**config.mk**
```make
export PLATFORM = sky130hd
export DESIGN_NAME = dns_a_record_answer_builder_top_flat
export DESIGN_NICKNAME = d
export VERILOG_FILES = /design/src/dab_pkg.sv /design/src/dab_if.sv /design/src/dab_cfg.sv /design/src/dab_framer.sv /design/src/dab_skid.sv /design/src/dns_a_record_answer_builder_top.sv /design/src/flat_wrapper.sv
export SDC_FILE = /design/constraint.sdc
export NUM_CORES = 1
export LEC_CHECK = 0
export BUFFER_PORTS_ARGS = -buffer_cell sky130_fd_sc_hd__clkbuf_2
export CORE_MARGIN = 1
export CORE_UTILIZATION = 40
export CTS_CLUSTER_DIAMETER = 80
export DETAILED_ROUTE_END_ITERATION = 7
export PLACE_DENSITY = 0.58
export SLEW_MARGIN = 30
export SYNTH_ARGS = -nofsm -noshare
export SYNTH_HDL_FRONTEND = slang
export SYNTH_HIERARCHICAL = 1
export SYNTH_SLANG_ARGS = --single-unit
```
**constraint.sdc**
```tcl
create_clock -name clk -period 2.7 [get_ports clk]
set_clock_uncertainty 0.1 [all_clocks]
set_input_delay 0.135 -clock clk [delete_from_list [all_inputs] [get_ports clk]]
set_output_delay 0.135 -clock clk [all_outputs]
set_load 0.02 [all_outputs]
```
**src/dab_pkg.sv**
```systemverilog
`timescale 1ns / 1ps
`default_nettype none

package dab_pkg;

  typedef struct packed {
    logic [15:0] reply_flags;
    logic [15:0] name_pointer;
    logic [31:0] time_to_live;
    logic [31:0] answer_address;
  } cfg_t;

  typedef struct packed {
    logic [7:0] data;
    logic       last;
    logic       truncated;
  } res_t;

  localparam int CFG_IDX_W = 2;
  localparam int CFG_DATA_W = 32;

  localparam logic [CFG_IDX_W-1:0] CFG_REPLY_FLAGS    = 2'd0;
  localparam logic [CFG_IDX_W-1:0] CFG_NAME_POINTER   = 2'd1;
  localparam logic [CFG_IDX_W-1:0] CFG_TIME_TO_LIVE   = 2'd2;
  localparam logic [CFG_IDX_W-1:0] CFG_ANSWER_ADDRESS = 2'd3;

  localparam logic [15:0] RST_REPLY_FLAGS    = 16'd33152;
  localparam logic [15:0] RST_NAME_POINTER   = 16'd49164;
  localparam logic [31:0] RST_TIME_TO_LIVE   = 32'd600;
  localparam logic [31:0] RST_ANSWER_ADDRESS = 32'd0;

  // header byte offsets
  localparam logic [3:0] HDR_ID_HI      = 4'd0;
  localparam logic [3:0] HDR_ID_LO      = 4'd1;
  localparam logic [3:0] HDR_FLAGS_HI   = 4'd2;
  localparam logic [3:0] HDR_FLAGS_LO   = 4'd3;
  localparam logic [3:0] HDR_QDCOUNT_HI = 4'd4;
  localparam logic [3:0] HDR_QDCOUNT_LO = 4'd5;
  localparam logic [3:0] HDR_ANCOUNT_LO = 4'd7;
  localparam logic [3:0] HDR_LAST       = 4'd11;

  localparam logic [7:0] ANS_COUNT = 8'd1;
  localparam logic [7:0] ANS_RDLEN = 8'd4;
  // answer record bytes after the final class byte
  localparam logic [4:0] ANS_LEN   = 5'd16;

endpackage

`default_nettype wire

```
**src/dab_if.sv**
```systemverilog
`timescale 1ns / 1ps
`default_nettype none

interface dab_in_if;
  logic       valid;
  logic       ready;
  logic [7:0] in_byte;
  logic       in_last;

  modport source (output valid, output in_byte, output in_last, input ready);
  modport sink (input valid, input in_byte, input in_last, output ready);
endinterface

interface dab_out_if;
  logic       valid;
  logic       ready;
  logic [7:0] out_byte;
  logic       out_last;
  logic       truncated;

  modport source (output valid, output out_byte, output out_last, output truncated,
                  input ready);
  modport sink (input valid, input out_byte, input out_last, input truncated,
                output ready);
endinterface

`default_nettype wire

```
**src/dab_cfg.sv**
```systemverilog
`timescale 1ns / 1ps
`default_nettype none

module dab_cfg
  import dab_pkg::*;
(
  input  wire logic                  clk,
  input  wire logic                  rst_n,
  input  wire logic                  cfg_we,
  input  wire logic [CFG_IDX_W-1:0]  cfg_index,
  input  wire logic [CFG_DATA_W-1:0] cfg_data,
  output cfg_t                       cfg
);

  cfg_t cfg_r;

  always_ff @(posedge clk) begin
    if (!rst_n) begin
      cfg_r.reply_flags    <= RST_REPLY_FLAGS;
      cfg_r.name_pointer   <= RST_NAME_POINTER;
      cfg_r.time_to_live   <= RST_TIME_TO_LIVE;
      cfg_r.answer_address <= RST_ANSWER_ADDRESS;
    end else if (cfg_we) begin
      case (cfg_index)
        CFG_REPLY_FLAGS:    cfg_r.reply_flags    <= cfg_data[15:0];
        CFG_NAME_POINTER:   cfg_r.name_pointer   <= cfg_data[15:0];
        CFG_TIME_TO_LIVE:   cfg_r.time_to_live   <= cfg_data;
        CFG_ANSWER_ADDRESS: cfg_r.answer_address <= cfg_data;
        default: ;
      endcase
    end
  end

  assign cfg = cfg_r;

endmodule

`default_nettype wire

```
**src/dab_framer.sv**
```systemverilog
`timescale 1ns / 1ps
`default_nettype none

module dab_framer
  import dab_pkg::*;
(
  input  wire logic       clk,
  input  wire logic       rst_n,
  input  wire cfg_t       cfg,
  input  wire logic       in_valid,
  input  wire logic [7:0] in_byte,
  input  wire logic       in_last,
  output logic            in_ready,
  output logic            s_valid,
  output res_t            s_res,
  input  wire logic       s_ready
);

  typedef enum logic [2:0] {
    PH_HEADER,
    PH_LEN,
    PH_LABEL,
    PH_TAIL,
    PH_DROP
  } phase_t;

  phase_t      phase_r, phase_nxt;
  logic [3:0]  pos_r, pos_nxt;
  logic [7:0]  label_left_r, label_left_nxt;
  logic [15:0] qtype_r, qtype_nxt;
  logic [15:0] qclass_r, qclass_nxt;
  logic [4:0]  ans_cnt_r, ans_cnt_nxt;

  logic       acc;
  logic       emit;
  logic       answer;
  logic [7:0] o;
  logic [7:0] ans_byte;

  assign in_ready = (ans_cnt_r == 5'd0) && s_ready;
  assign acc = in_valid && in_ready;

  // next state for one query byte
  always_comb begin
    phase_nxt      = phase_r;
    pos_nxt        = pos_r;
    label_left_nxt = label_left_r;
    qtype_nxt      = qtype_r;
    qclass_nxt     = qclass_r;
    o              = in_byte;
    emit           = 1'b1;
    answer         = 1'b0;

    case (phase_r)
      PH_DROP: begin
        emit = 1'b0;
        if (in_last) begin
          phase_nxt = PH_HEADER;
          pos_nxt   = 4'd0;
        end
      end
      PH_LEN: begin
        if (in_byte == 8'd0) begin
          phase_nxt = PH_TAIL;
          pos_nxt   = 4'd0;
        end else begin
          label_left_nxt = in_byte;
          phase_nxt      = PH_LABEL;
        end
      end
      PH_LABEL: begin
        label_left_nxt = label_left_r - 8'd1;
        if (label_left_nxt == 8'd0) begin
          phase_nxt = PH_LEN;
        end
      end
      PH_TAIL: begin
        case (pos_r[1:0])
          2'd0:    qtype_nxt  = {in_byte, qtype_r[7:0]};
          2'd1:    qtype_nxt  = {qtype_r[15:8], in_byte};
          2'd2:    qclass_nxt = {in_byte, qclass_r[7:0]};
          default: qclass_nxt = {qclass_r[15:8], in_byte};
        endcase
        if (pos_r[1:0] == 2'd3) begin
          answer    = 1'b1;
          pos_nxt   = 4'd0;
          phase_nxt = in_last ? PH_HEADER : PH_DROP;
        end else begin
          pos_nxt = {2'b00, pos_r[1:0] + 2'd1};
        end
      end
      default: begin
        case (pos_r)
          HDR_FLAGS_HI:   o = cfg.reply_flags[15:8];
          HDR_FLAGS_LO:   o = cfg.reply_flags[7:0];
          HDR_ANCOUNT_LO: o = ANS_COUNT;
          HDR_ID_HI, HDR_ID_LO, HDR_QDCOUNT_HI, HDR_QDCOUNT_LO: o = in_byte;
          default:        o = 8'd0;
        endcase
        if (pos_r >= HDR_LAST) begin
          phase_nxt = PH_LEN;
          pos_nxt   = 4'd0;
        end else begin
          phase_nxt = PH_HEADER;
          pos_nxt   = pos_r + 4'd1;
        end
      end
    endcase

    // early end of the query
    if (in_last && !answer && (phase_r != PH_DROP)) begin
      phase_nxt      = PH_HEADER;
      pos_nxt        = 4'd0;
      label_left_nxt = 8'd0;
    end
  end

  // answer record byte picked by the remaining count
  always_comb begin
    case (ans_cnt_r)
      5'd16:   ans_byte = cfg.name_pointer[15:8];
      5'd15:   ans_byte = cfg.name_pointer[7:0];
      5'd14:   ans_byte = qtype_r[15:8];
      5'd13:   ans_byte = qtype_r[7:0];
      5'd12:   ans_byte = qclass_r[15:8];
      5'd11:   ans_byte = qclass_r[7:0];
      5'd10:   ans_byte = cfg.time_to_live[31:24];
      5'd9:    ans_byte = cfg.time_to_live[23:16];
      5'd8:    ans_byte = cfg.time_to_live[15:8];
      5'd7:    ans_byte = cfg.time_to_live[7:0];
      5'd6:    ans_byte = 8'd0;
      5'd5:    ans_byte = ANS_RDLEN;
      5'd4:    ans_byte = cfg.answer_address[31:24];
      5'd3:    ans_byte = cfg.answer_address[23:16];
      5'd2:    ans_byte = cfg.answer_address[15:8];
      5'd1:    ans_byte = cfg.answer_address[7:0];
      default: ans_byte = 8'd0;
    endcase
  end

  always_comb begin
    ans_cnt_nxt = ans_cnt_r;
    if (ans_cnt_r != 5'd0) begin
      s_valid         = 1'b1;
      s_res.data      = ans_byte;
      s_res.last      = (ans_cnt_r == 5'd1);
      s_res.truncated = 1'b0;
      if (s_ready) begin
        ans_cnt_nxt = ans_cnt_r - 5'd1;
      end
    end else begin
      s_valid         = in_valid && emit;
      s_res.data      = o;
      s_res.last      = in_last && !answer;
      s_res.truncated = in_last && !answer;
      if (acc && answer) begin
        ans_cnt_nxt = ANS_LEN;
      end
    end
  end

  always_ff @(posedge clk) begin
    if (!rst_n) begin
      phase_r      <= PH_HEADER;
      pos_r        <= 4'd0;
      label_left_r <= 8'd0;
      qtype_r      <= 16'd0;
      qclass_r     <= 16'd0;
      ans_cnt_r    <= 5'd0;
    end else begin
      ans_cnt_r <= ans_cnt_nxt;
      if (acc) begin
        phase_r      <= phase_nxt;
        pos_r        <= pos_nxt;
        label_left_r <= label_left_nxt;
        qtype_r      <= qtype_nxt;
        qclass_r     <= qclass_nxt;
      end
    end
  end

  a_answer_start: assert property (@(posedge clk) disable iff (!rst_n)
    (acc && (phase_r == PH_TAIL) && (pos_r[1:0] == 2'd3)) |=> (ans_cnt_r == ANS_LEN))
    else $error("answer record not started after class byte");

  a_answer_count: assert property (@(posedge clk) disable iff (!rst_n)
    (ans_cnt_r != 5'd0) |=>
      ((ans_cnt_r == $past(ans_cnt_r)) || (ans_cnt_r == ($past(ans_cnt_r) - 5'd1))))
    else $error("answer byte count jumped");

endmodule

`default_nettype wire

```
**src/dab_skid.sv**
```systemverilog
`timescale 1ns / 1ps
`default_nettype none

module dab_skid
  import dab_pkg::*;
(
  input  wire logic clk,
  input  wire logic rst_n,
  input  wire logic s_valid,
  input  wire res_t s_res,
  output logic      s_ready,
  output logic      out_valid,
  output res_t      out_res,
  input  wire logic out_ready
);

  logic out_valid_r;
  logic skid_valid_r;
  res_t out_res_r;
  res_t skid_res_r;

  assign s_ready = !skid_valid_r;

  always_ff @(posedge clk) begin
    if (!rst_n) begin
      out_valid_r  <= 1'b0;
      skid_valid_r <= 1'b0;
    end else if (!out_valid_r || out_ready) begin
      if (skid_valid_r) begin
        out_res_r    <= skid_res_r;
        out_valid_r  <= 1'b1;
        skid_valid_r <= 1'b0;
      end else begin
        out_res_r   <= s_res;
        out_valid_r <= s_valid;
      end
    end else if (s_valid && !skid_valid_r) begin
      skid_res_r   <= s_res;
      skid_valid_r <= 1'b1;
    end
  end

  assign out_valid = out_valid_r;
  assign out_res   = out_res_r;

  a_skid_behind_out: assert property (@(posedge clk) disable iff (!rst_n)
    skid_valid_r |-> out_valid_r)
    else $error("skid stage holds a transaction ahead of the output register");

  a_skid_capture: assert property (@(posedge clk) disable iff (!rst_n)
    (out_valid_r && !out_ready && s_valid && s_ready) |=> skid_valid_r)
    else $error("transaction lost while output stalled");

endmodule

`default_nettype wire

```
**src/dns_a_record_answer_builder_top.sv**
```systemverilog
// DNS A-record reply builder. Query bytes go in one per cycle and reply bytes
// come out one per cycle while the output is ready and no answer record is
// being sent: the header is rewritten (flags from reply_flags, one answer, no
// authority or additional records), the name and type/class are copied, and
// the byte that completes the class is followed by a 16-byte answer record;
// query bytes after the question are dropped. Input is held off after the last
// class byte while the answer record is sent from its byte counter. A query
// that ends early gives its last reply byte with out_last and truncated set.
// The output is an output register plus a skid stage, so input is taken while
// a reply byte waits. Write the configuration only while the block is idle.
`timescale 1ns / 1ps
`default_nettype none

module dns_a_record_answer_builder_top
  import dab_pkg::*;
(
  input  wire logic                  clk,
  input  wire logic                  rst_n,
  dab_in_if.sink                     in_ch,
  dab_out_if.source                  out_ch,
  input  wire logic                  cfg_we,
  input  wire logic [CFG_IDX_W-1:0]  cfg_index,
  input  wire logic [CFG_DATA_W-1:0] cfg_data
);

  cfg_t cfg;
  logic s_valid;
  logic s_ready;
  res_t s_res;
  res_t out_res;

  dab_cfg u_cfg (
    .clk       (clk),
    .rst_n     (rst_n),
    .cfg_we    (cfg_we),
    .cfg_index (cfg_index),
    .cfg_data  (cfg_data),
    .cfg       (cfg)
  );

  dab_framer u_framer (
    .clk      (clk),
    .rst_n    (rst_n),
    .cfg      (cfg),
    .in_valid (in_ch.valid),
    .in_byte  (in_ch.in_byte),
    .in_last  (in_ch.in_last),
    .in_ready (in_ch.ready),
    .s_valid  (s_valid),
    .s_res    (s_res),
    .s_ready  (s_ready)
  );

  dab_skid u_skid (
    .clk       (clk),
    .rst_n     (rst_n),
    .s_valid   (s_valid),
    .s_res     (s_res),
    .s_ready   (s_ready),
    .out_valid (out_ch.valid),
    .out_res   (out_res),
    .out_ready (out_ch.ready)
  );

  assign out_ch.out_byte  = out_res.data;
  assign out_ch.out_last  = out_res.last;
  assign out_ch.truncated = out_res.truncated;

endmodule

`default_nettype wire

```
**src/flat_wrapper.sv**
```systemverilog
// flat-port wrapper written by rule: the top's interface ports become plain ports
module dns_a_record_answer_builder_top_flat import dab_pkg::*;
  (clk, rst_n, cfg_we, cfg_index, cfg_data, in_ch_valid, in_ch_in_byte, in_ch_in_last, in_ch_ready, out_ch_valid, out_ch_out_byte, out_ch_out_last, out_ch_truncated, out_ch_ready);
  dab_in_if in_ch_i ();
  dab_out_if out_ch_i ();
  input  wire logic clk;
  input  wire logic rst_n;
  input  wire logic cfg_we;
  input  wire logic [CFG_IDX_W-1:0] cfg_index;
  input  wire logic [CFG_DATA_W-1:0] cfg_data;
  input wire logic [$bits(in_ch_i.valid)-1:0] in_ch_valid;
  input wire logic [$bits(in_ch_i.in_byte)-1:0] in_ch_in_byte;
  input wire logic [$bits(in_ch_i.in_last)-1:0] in_ch_in_last;
  output wire logic [$bits(in_ch_i.ready)-1:0] in_ch_ready;
  output wire logic [$bits(out_ch_i.valid)-1:0] out_ch_valid;
  output wire logic [$bits(out_ch_i.out_byte)-1:0] out_ch_out_byte;
  output wire logic [$bits(out_ch_i.out_last)-1:0] out_ch_out_last;
  output wire logic [$bits(out_ch_i.truncated)-1:0] out_ch_truncated;
  input wire logic [$bits(out_ch_i.ready)-1:0] out_ch_ready;
  assign in_ch_i.valid = in_ch_valid;
  assign in_ch_i.in_byte = in_ch_in_byte;
  assign in_ch_i.in_last = in_ch_in_last;
  assign in_ch_ready = in_ch_i.ready;
  assign out_ch_valid = out_ch_i.valid;
  assign out_ch_out_byte = out_ch_i.out_byte;
  assign out_ch_out_last = out_ch_i.out_last;
  assign out_ch_truncated = out_ch_i.truncated;
  assign out_ch_i.ready = out_ch_ready;
  dns_a_record_answer_builder_top u_core (.clk(clk), .rst_n(rst_n), .in_ch(in_ch_i), .out_ch(out_ch_i), .cfg_we(cfg_we), .cfg_index(cfg_index), .cfg_data(cfg_data));
endmodule
```
# After elaboration in Yosys (flattened, before gate mapping)
# Cells that the tools add are included.
# W data, S select, Z words.
[word_totals]
reg_bits = 170
in_bits = 48
out_inout_bits = 12
[op_classes]
add_sub_neg = 4
order_cmp = 1
n_eq_ne = 39
mux = 32
bitwise = 6
n_reduce_logical = 38
[ops]
columns = ["cell", "n"]
rows = [
  ["$pmux W8 S15", 1],
  ["$pmux W16 S2", 2],
  ["$eq A5 B4 Y1 const B", 8],
  ["$pmux W8 S4", 1],
  ["$mux W8", 3],
  ["$reduce_and A4 Y1", 6],
  ["$mux W10", 2],
  ["$ne A3 B3 Y1 const B", 6],
  ["$logic_not A8 Y1", 2],
  ["$mux W4", 4],
  ["$pmux W4 S4", 1],
  ["$pmux W8 S2", 1],
  ["$eq A5 B3 Y1 const B", 3],
  ["$mux W3", 5],
  ["$mux W5", 3],
  ["$eq A4 B3 Y1 const B", 3],
  ["$pmux W3 S4", 1],
  ["$reduce_and A2 Y1", 6],
  ["$eq A5 B2 Y1 const B", 2],
  ["$eq A2 B2 Y1 const B", 4],
  ["$eq A4 B2 Y1 const B", 2],
  ["$reduce_or A4 Y1", 2],
  ["$sub A8 B1 Y8 const B", 1],
  ["$logic_and A1 B1 Y1", 7],
  ["other kinds (25)", 44],
]

# Logic depth before layout (Yosys ltp)
# Gate-level depths: netlist of the first run.
[depth]
ltp_word = 8
mapped_depth = 9

# Hierarchy
# Netlist of the first run, hierarchy kept.
[modules_own_cells]
columns = ["mod", "instances", "cells_per_inst", "area_per_inst_um2", "seq_area_each_um2"]
rows = [
  ["dab_framer", 1, 540, 4229.1, 1041.0],
  ["dab_cfg", 1, 362, 3697.3, 1921.8],
  ["dab_skid", 1, 41, 815.8, 640.6],
]

# Worst setup path before layout of the first run
# Ideal clock, no wire load.
[synth_path]
path_kind = "reg-to-reg"
startpoint = "reg u_core.u_framer.ans_cnt_r[0]"
endpoint = "reg u_core.u_skid.out_res_r (netlist bit u_core/u_skid/out_res[6]), data pin"
arrival_ns = 1.939
setup_slack_ns = 0.402
stages_incl_launch_ff = 10
n_path_buf = 1
synth_period_minus_slack_ns = 2.298
cell_sequence = "dfxtp_1 inv_1 ha_1 clkbuf_1 a22o_1 a32oi_1 o211ai_1 a2111oi_0 o22ai_1 mux2_2"
[synth_rtl]
columns = ["element", "line_no", "source"]
rows = [
  ["start, declared", "dab_framer.sv:32", "logic [4:0] ans_cnt_r, ans_cnt_nxt;"],
  ["start signal, assigned", "dab_framer.sv:171", "ans_cnt_r <= ans_cnt_nxt;"],
  ["end signal, assigned", "dab_skid.sv:30", "out_res_r <= skid_res_r;"],
  ["end signal, assigned", "dab_skid.sv:34", "out_res_r <= s_res;"],
  ["end, declared", "dab_skid.sv:19", "res_t out_res_r;"],
]

==> results.cfg, run 1 <==
[setup_path]
cp_max_fo = 13
timing.rr.start = u_core/u_framer/ans_cnt_r[3]
endpoint = u_core/u_skid/out_res[9]
critPathCaptureType = flop
ff2ff_setup_slack_ns = 0.07
crit_type = flop to flop
critPathLaunchType = flop
worst_ep_required_time_ns = 2.91
r2r-end = u_core/u_skid/out_res[9]
r2r_cells = 8
worstPathArrival_ns = 2.84
critPathLaunch = u_core/u_framer/ans_cnt_r[3]

[cells_and_area]
antenna_cells = 0
design_area_sq_mm = 0.0106
final_nets = 1120
area_growth_pct = 21.1
fill_cells = 2044
final_cells = 1346
drive_gt1_frac = 0.202

[synthesis]
synth_top_area_frac = 0.343
synth_cell_types = 76
ys_ff_latch = 170
synth_fp_nets = 1005
syn_area_sq_mm = 0.00874
synthFlopType = dfxtp_1
synth_common_cells = 181 x nand2_1, 150 x dfxtp_1, 102 x mux2i_1, 44 x a21oi_1, 41 x nand3_1
yosys.area.top_type = dfxtp_1
synthArstFlopShare = 0
synthCells = 943
avgSynthCellArea_sq_um = 9.27
synthTopCellsByArea = dfxtp_1 34%, mux2i_1 12%, nand2_1 7.8%
ys_seq_area_frac = 0.412
yosys.cell_count.top_type = nand2_1
ys.warnings.count = 6
synth_edf_count = 20

[placement]
post-dp-hpwl_um = 20600
io_buffers = 59
place_area_sq_mm = 0.00959
gp_congestion = 0.969
dp_cells = 1280

[sta]
tightest_slew_ns = 0.743
finalCritPeriodShare = 0.974
slew_violations = 0
max_freq_ghz = 0.380
finalSetupViolations = 0
min_period_ns = 2.63
final_hold_viol_count = 2
max_slew_margin = 0.503
fin_tns_setup_ns = 0
rsz0062_at_grt = false
hold_ws_ns = -0.00990

[clock_tree]
cts_tree = built
cts_setup_buffers = 0
path_clk_slew_ns = 0.08
clock-sinks = 170
cts.htree.levels = 4
cts_root_buffer = clkbuf_16
clock_latency_ns = 0.44
cts_buffers = 17
cts_buffer_depth = 2

[global_routing]
grt_pass1_wl_um = 41900
grt_antenna_before_repair = 0
grt_max_degree = 45
grt-ovfl-total = 0
track_usage = 0.254
grt_pass1_vias = 6973

[routing]
wl_per_cell_um = 20.6
viasPerCell = 5.65
drt-total-wl_um = 27700
ant_nets = 0
first_iter_violations = 627
routed-via-count = 7609
drt-pass1-iter-count = 5
drc = 0

[power]
power_leakage_nw = 4.25
peakVddDrop_v = 0.000392
p_per_area_mw_per_mm2 = 730
total_power_mw = 7.73

[floorplan]
die_w_um = 150
num_rows = 53
io_pins = 60
initial_utilization = 0.412
die_h_um = 150
coreArea_sq_mm = 0.0212
dieArea_sq_mm = 0.0225

[job]
cap_violations = 0

[worst_hold_path]
hold_class = primary input to flop

[outcome]
failed_checks = negative hold slack
status = complete, but fails checks
[timing repair]
item	in CTS	in global routing
setup endpoints to repair	6	34
hold endpoints to repair	90	0
resized for setup	5	7
hold buffers	34	0
pin swaps	0	0
[layer usage]
metal,track usage,part of all wire,up-vias
met5,0,0,-
li1,-,-,3652
met4,0.0672,0.013,0
met2,0.377,0.44,267
met1,0.373,0.48,3663
met3,0.0470,0.064,27
[layout by cell type (no fill, tap or decap), types with 20 or more instances in the layout]
master           n
a21oi_1         44
nand3_1         41
nand4b_1        25
edfxtp_1        20
dfxtp_1        148
dlygate4sd3_1   34
buf_4           73
clkbuf_2        58
mux2i_1        102
mux2_2          24
nand2_1        181
nor2_1          20
[layout make-up]
type	count	area, sq um	share of cell area
multi-input combinational	682	4730	0.447
timing repair buffer	167	1220	0.115
tap	275	344	0.0325
sequential	170	3610	0.341
clock buffer	17	425	0.0402
inverter	20	75.1	0.00709
clock inverter	15	190	0.0180
[worst min-delay path by stage]
stage | startpoint | endpoint | slack [ns] | depth (start not counted)
after floorplan | in_ch_in_byte[2] | u_core/u_framer/qclass_r[10] | 0.19 | 2
after global placement | cfg_data[16] | u_core/u_cfg/cfg[16] | 0.29 | 3
after detailed placement | cfg_data[20] | u_core/u_cfg/cfg[20] | 0.29 | 3
after CTS | cfg_data[13] | u_core/u_cfg/cfg[45] | 0.003 | 3
after global routing | cfg_data[0] | u_core/u_cfg/cfg[0] | 0.01 | 3
final | cfg_data[0] | u_core/u_cfg/cfg[64] | -0.01 | 3
[power breakdown]
| part | leakage, nW | switching [mW] | internal, mW | total [mW] |
|---|---|---|---|---|
| registers | 1.41 | 0.149 | 2.76 | 2.91 |
| clock network | 0.304 | 1.21 | 1.35 | 2.56 |
| logic | 2.53 | 1.32 | 0.947 | 2.27 |
| total | 4.25 | 2.68 | 5.05 | 7.73 |
[critical path: stages (launching register included)]
cell	delay, ns
dfxtp_2	0.54
buf_4	0.27
nor2b_1	0.34
buf_4	0.21
a22oi_1	0.10
o21ai_0	0.41
nor3_1	0.10
o22ai_1	0.24
mux2_2	0.19
[metrics by stage]
| stage | setup WS [ns] | utilization | hold slack [ns] |
|---|---|---|---|
| after floorplan | 0.402 | - | 0.187 |
| final | 0.0701 | 0.499 | -0.00990 |
| after detailed placement | -0.205 | 0.452 | 0.292 |
| after global placement | -0.270 | 0.451 | 0.291 |
| after global routing | 0.00162 | 0.499 | 0.0100 |
| after CTS | 0.000449 | 0.497 | 0.00301 |
[cells by family (layout without fill, tap and decap cells)]
family	count (synthesis)	in the layout	share of synthesized area
adders and majority gates	14	14	0.0200
DFF	170	170	0.412
xor gates and xnor gates	10	10	0.0100
muxes	126	126	0.148
AOI/OAI and AO/OA	170	170	0.138
buffers and inverters	91	219	0.0531
and+or+nand+nor	362	362	0.219
[sequential cells by signal (all words and copies together), names as in the netlist]
register and flops:
u_core/u_cfg/cfg 96, u_core/u_framer/qclass_r 16, u_core/u_framer/qtype_r 16, u_core/u_skid/out_res 10, u_core/u_skid/skid_res_r 10, u_core/u_framer/label_left_r 8
u_core/u_framer/ans_cnt_r 5, u_core/u_framer/pos_r 4, u_core/u_framer/phase_r 3, u_core/u_skid/out_valid 1, u_core/u_skid/skid_valid_r 1
Power figures use the tool's default switching activity.
==> run 2, diff against run 1 <==
==> constraint.sdc (replaced) <==
create_clock -name clk -period 2.7 [get_ports clk]
set_clock_uncertainty 0.1 [all_clocks]
set_input_delay 0.54 -clock clk [delete_from_list [all_inputs] [get_ports clk]]
set_output_delay 0.54 -clock clk [all_outputs]
set_load 0.02 [all_outputs]
==> run 2 against run 1 <==
  * Final cell count is 2.8% lower
  * Worst setup slack worse by 0.0077 ns
  * Sequential power hardly changed
  * Core utilization is 1.7 points lower
  * The run now ends clean
  * Critical endpoint is now u_core/u_skid/out_res[4]
  * Highest routed layer unchanged
  * Total power is 2.1% lower
  * Register-to-register slack hardly changed
==> results.cfg, run 2 (synthesis results as in run 1) <==
[cells_and_area]
largest_reg_flops = 96
final_nets = 1082
area_growth_pct = 16.9
mostFrequentLayoutCells = 177 x nand2_1, 148 x dfxtp_1, 102 x mux2i_1
final_common_cell = nand2_1
drive_gt1_frac = 0.207
antenna_cells = 0

[routing]
routed-via-count = 7454
drc = 0
viasPerCell = 5.70
drt-pass1-iter-count = 5
ant_nets = 0
wl_per_cell_um = 21.2
drt-total-wl_um = 27700
first_iter_violations = 646

[placement]
io_buffers = 59
preCtsSetupSlack_ns = -0.0458
gp_congestion = 0.967
post-dp-hpwl_um = 20800

[global_routing]
grt-ovfl-total = 0
met1_usage = 0.361
grt_pass1_wl_um = 41900
grtUsageMet3 = 0.0598
track_usage = 0.254
grt_antenna_before_repair = 0
busiest_layer = met2
grt_max_degree = 78
use_met2 = 0.377
grt_pass1_vias = 6929

[setup_path]
cp_num_buf_inv = 1
worstPathArrival_ns = 2.72
critPathLaunchType = flop
ff2ff_setup_slack_ns = 0.06
critPathCaptureType = flop
cp_max_fo = 17
timing.rr.start = u_core/u_framer/ans_cnt_r[2]
cp_cell_sequence = buf_12, mux2_2, nand3_1, nand4_1, a211oi_1, o22ai_1, mux2_2
cp_common_cell = mux2_2
worst_ep_required_time_ns = 2.78
r2r-end = u_core/u_skid/out_res[4]
crit_type = flop to flop
cp_top_family = multiplexers
crit_path_max_incr_delay_ns = 0.55
r2r_cells = 7
path_depth = 7
cp_slowest_cell = dfxtp_1

[floorplan]
io_pins = 60
initial_utilization = 0.412
dieArea_sq_mm = 0.0225
die_w_um = 150
coreArea_sq_mm = 0.0212
num_rows = 53
die_h_um = 150

[worst_hold_path]
min_path_cells = 3
holdPathEnd = u_core/u_cfg/cfg[16]
hold_class = primary input to flop
min_from = cfg_data[16]

[sta]
finalCritPeriodShare = 0.977
slew_violations = 0
finalSetupViolations = 0
rsz0062_at_grt = false
final_hold_viol_count = 0
tightest_slew_ns = 0.640
max_slew_margin = 0.571
max_freq_ghz = 0.379
min_period_ns = 2.64
setup_ws_ns = 0.0623

[power]
p_per_area_mw_per_mm2 = 741
power_leakage_nw = 4.10
total_power_mw = 7.57
peakVddDrop_v = 0.000366

[clock_tree]
cts.htree.levels = 4
cts_root_buffer = clkbuf_16
ctsResizeCount = 2
cts_tree = built
clock-sinks = 170
cts_buffers = 17
cts_buffer_depth = 2
cts_setup_buffers = 0
holdBufCountCts = 0
path_clk_slew_ns = 0.07
clock_latency_ns = 0.44

[outcome]
status = finished clean

[job]
cap_violations = 0
run 2: cell type report:
| class | instances | area [sq um] |
|---|---|---|
| inverters | 20 | 75.1 |
| clock buffers | 19 | 464 |
| well taps | 275 | 344 |
| clock inverters | 13 | 128 |
| flip-flops and latches | 170 | 3610 |
| multi-input cells | 682 | 4730 |
| repair buffers | 129 | 873 |
| fillers | 2027 | 11000 |
run 2: worst reg2reg max path, delay by kind of cell (launching register included):
kind / cells / cell delay (ns)
muxes: 2 / 0.66
DFF: 1 / 0.55
and+or+nand+nor: 2 / 0.26
AOI/OAI and AO/OA: 2 / 0.60
buffers and inverters: 1 / 0.22
run 2: metal layers:
layer	vias up	share of wire
met5	-	0
met4	0	0.019
met3	28	0.063
met2	248	0.43
met1	3597	0.48
li1	3581	-
run 2: power by group:
group          internal (mW)  switching, mW  leakage, nW  total, mW
clock                   1.37           1.10        0.290       2.48
sequential              2.76          0.155         1.41       2.91
combinational          0.891           1.29         2.40       2.18
total                   5.02           2.55         4.10       7.57
run 2: metrics by stage:
step	instance area, sq um	TNS [ns]	utilization	instances	hold WS, ns
2_1_floorplan	8740	0	-	943	0.327
3_3_place_gp	9580	-0.142	0.451	1276	0.344
3_5_place_dp	9580	-0.155	0.451	1276	0.347
4_1_cts	10200	-0.00936	0.479	1308	0.241
5_1_grt	10200	0	0.481	1308	0.253
6_report	10200	0	0.481	1308	0.253
run 2: how the worst max path moves through the flow:
stage                                       from  slack (ns)                       end
floorplan           u_core/u_framer/ans_cnt_r[0]        0.40  u_core/u_skid/out_res[6]
global placement    u_core/u_framer/ans_cnt_r[3]       -0.13  u_core/u_skid/out_res[6]
detailed placement  u_core/u_framer/ans_cnt_r[3]       -0.05  u_core/u_skid/out_res[6]
CTS                 u_core/u_framer/ans_cnt_r[0]      -0.009  u_core/u_skid/out_res[2]
global route        u_core/u_framer/ans_cnt_r[1]       0.001  u_core/u_skid/out_res[6]
finish              u_core/u_framer/ans_cnt_r[2]        0.06  u_core/u_skid/out_res[4]
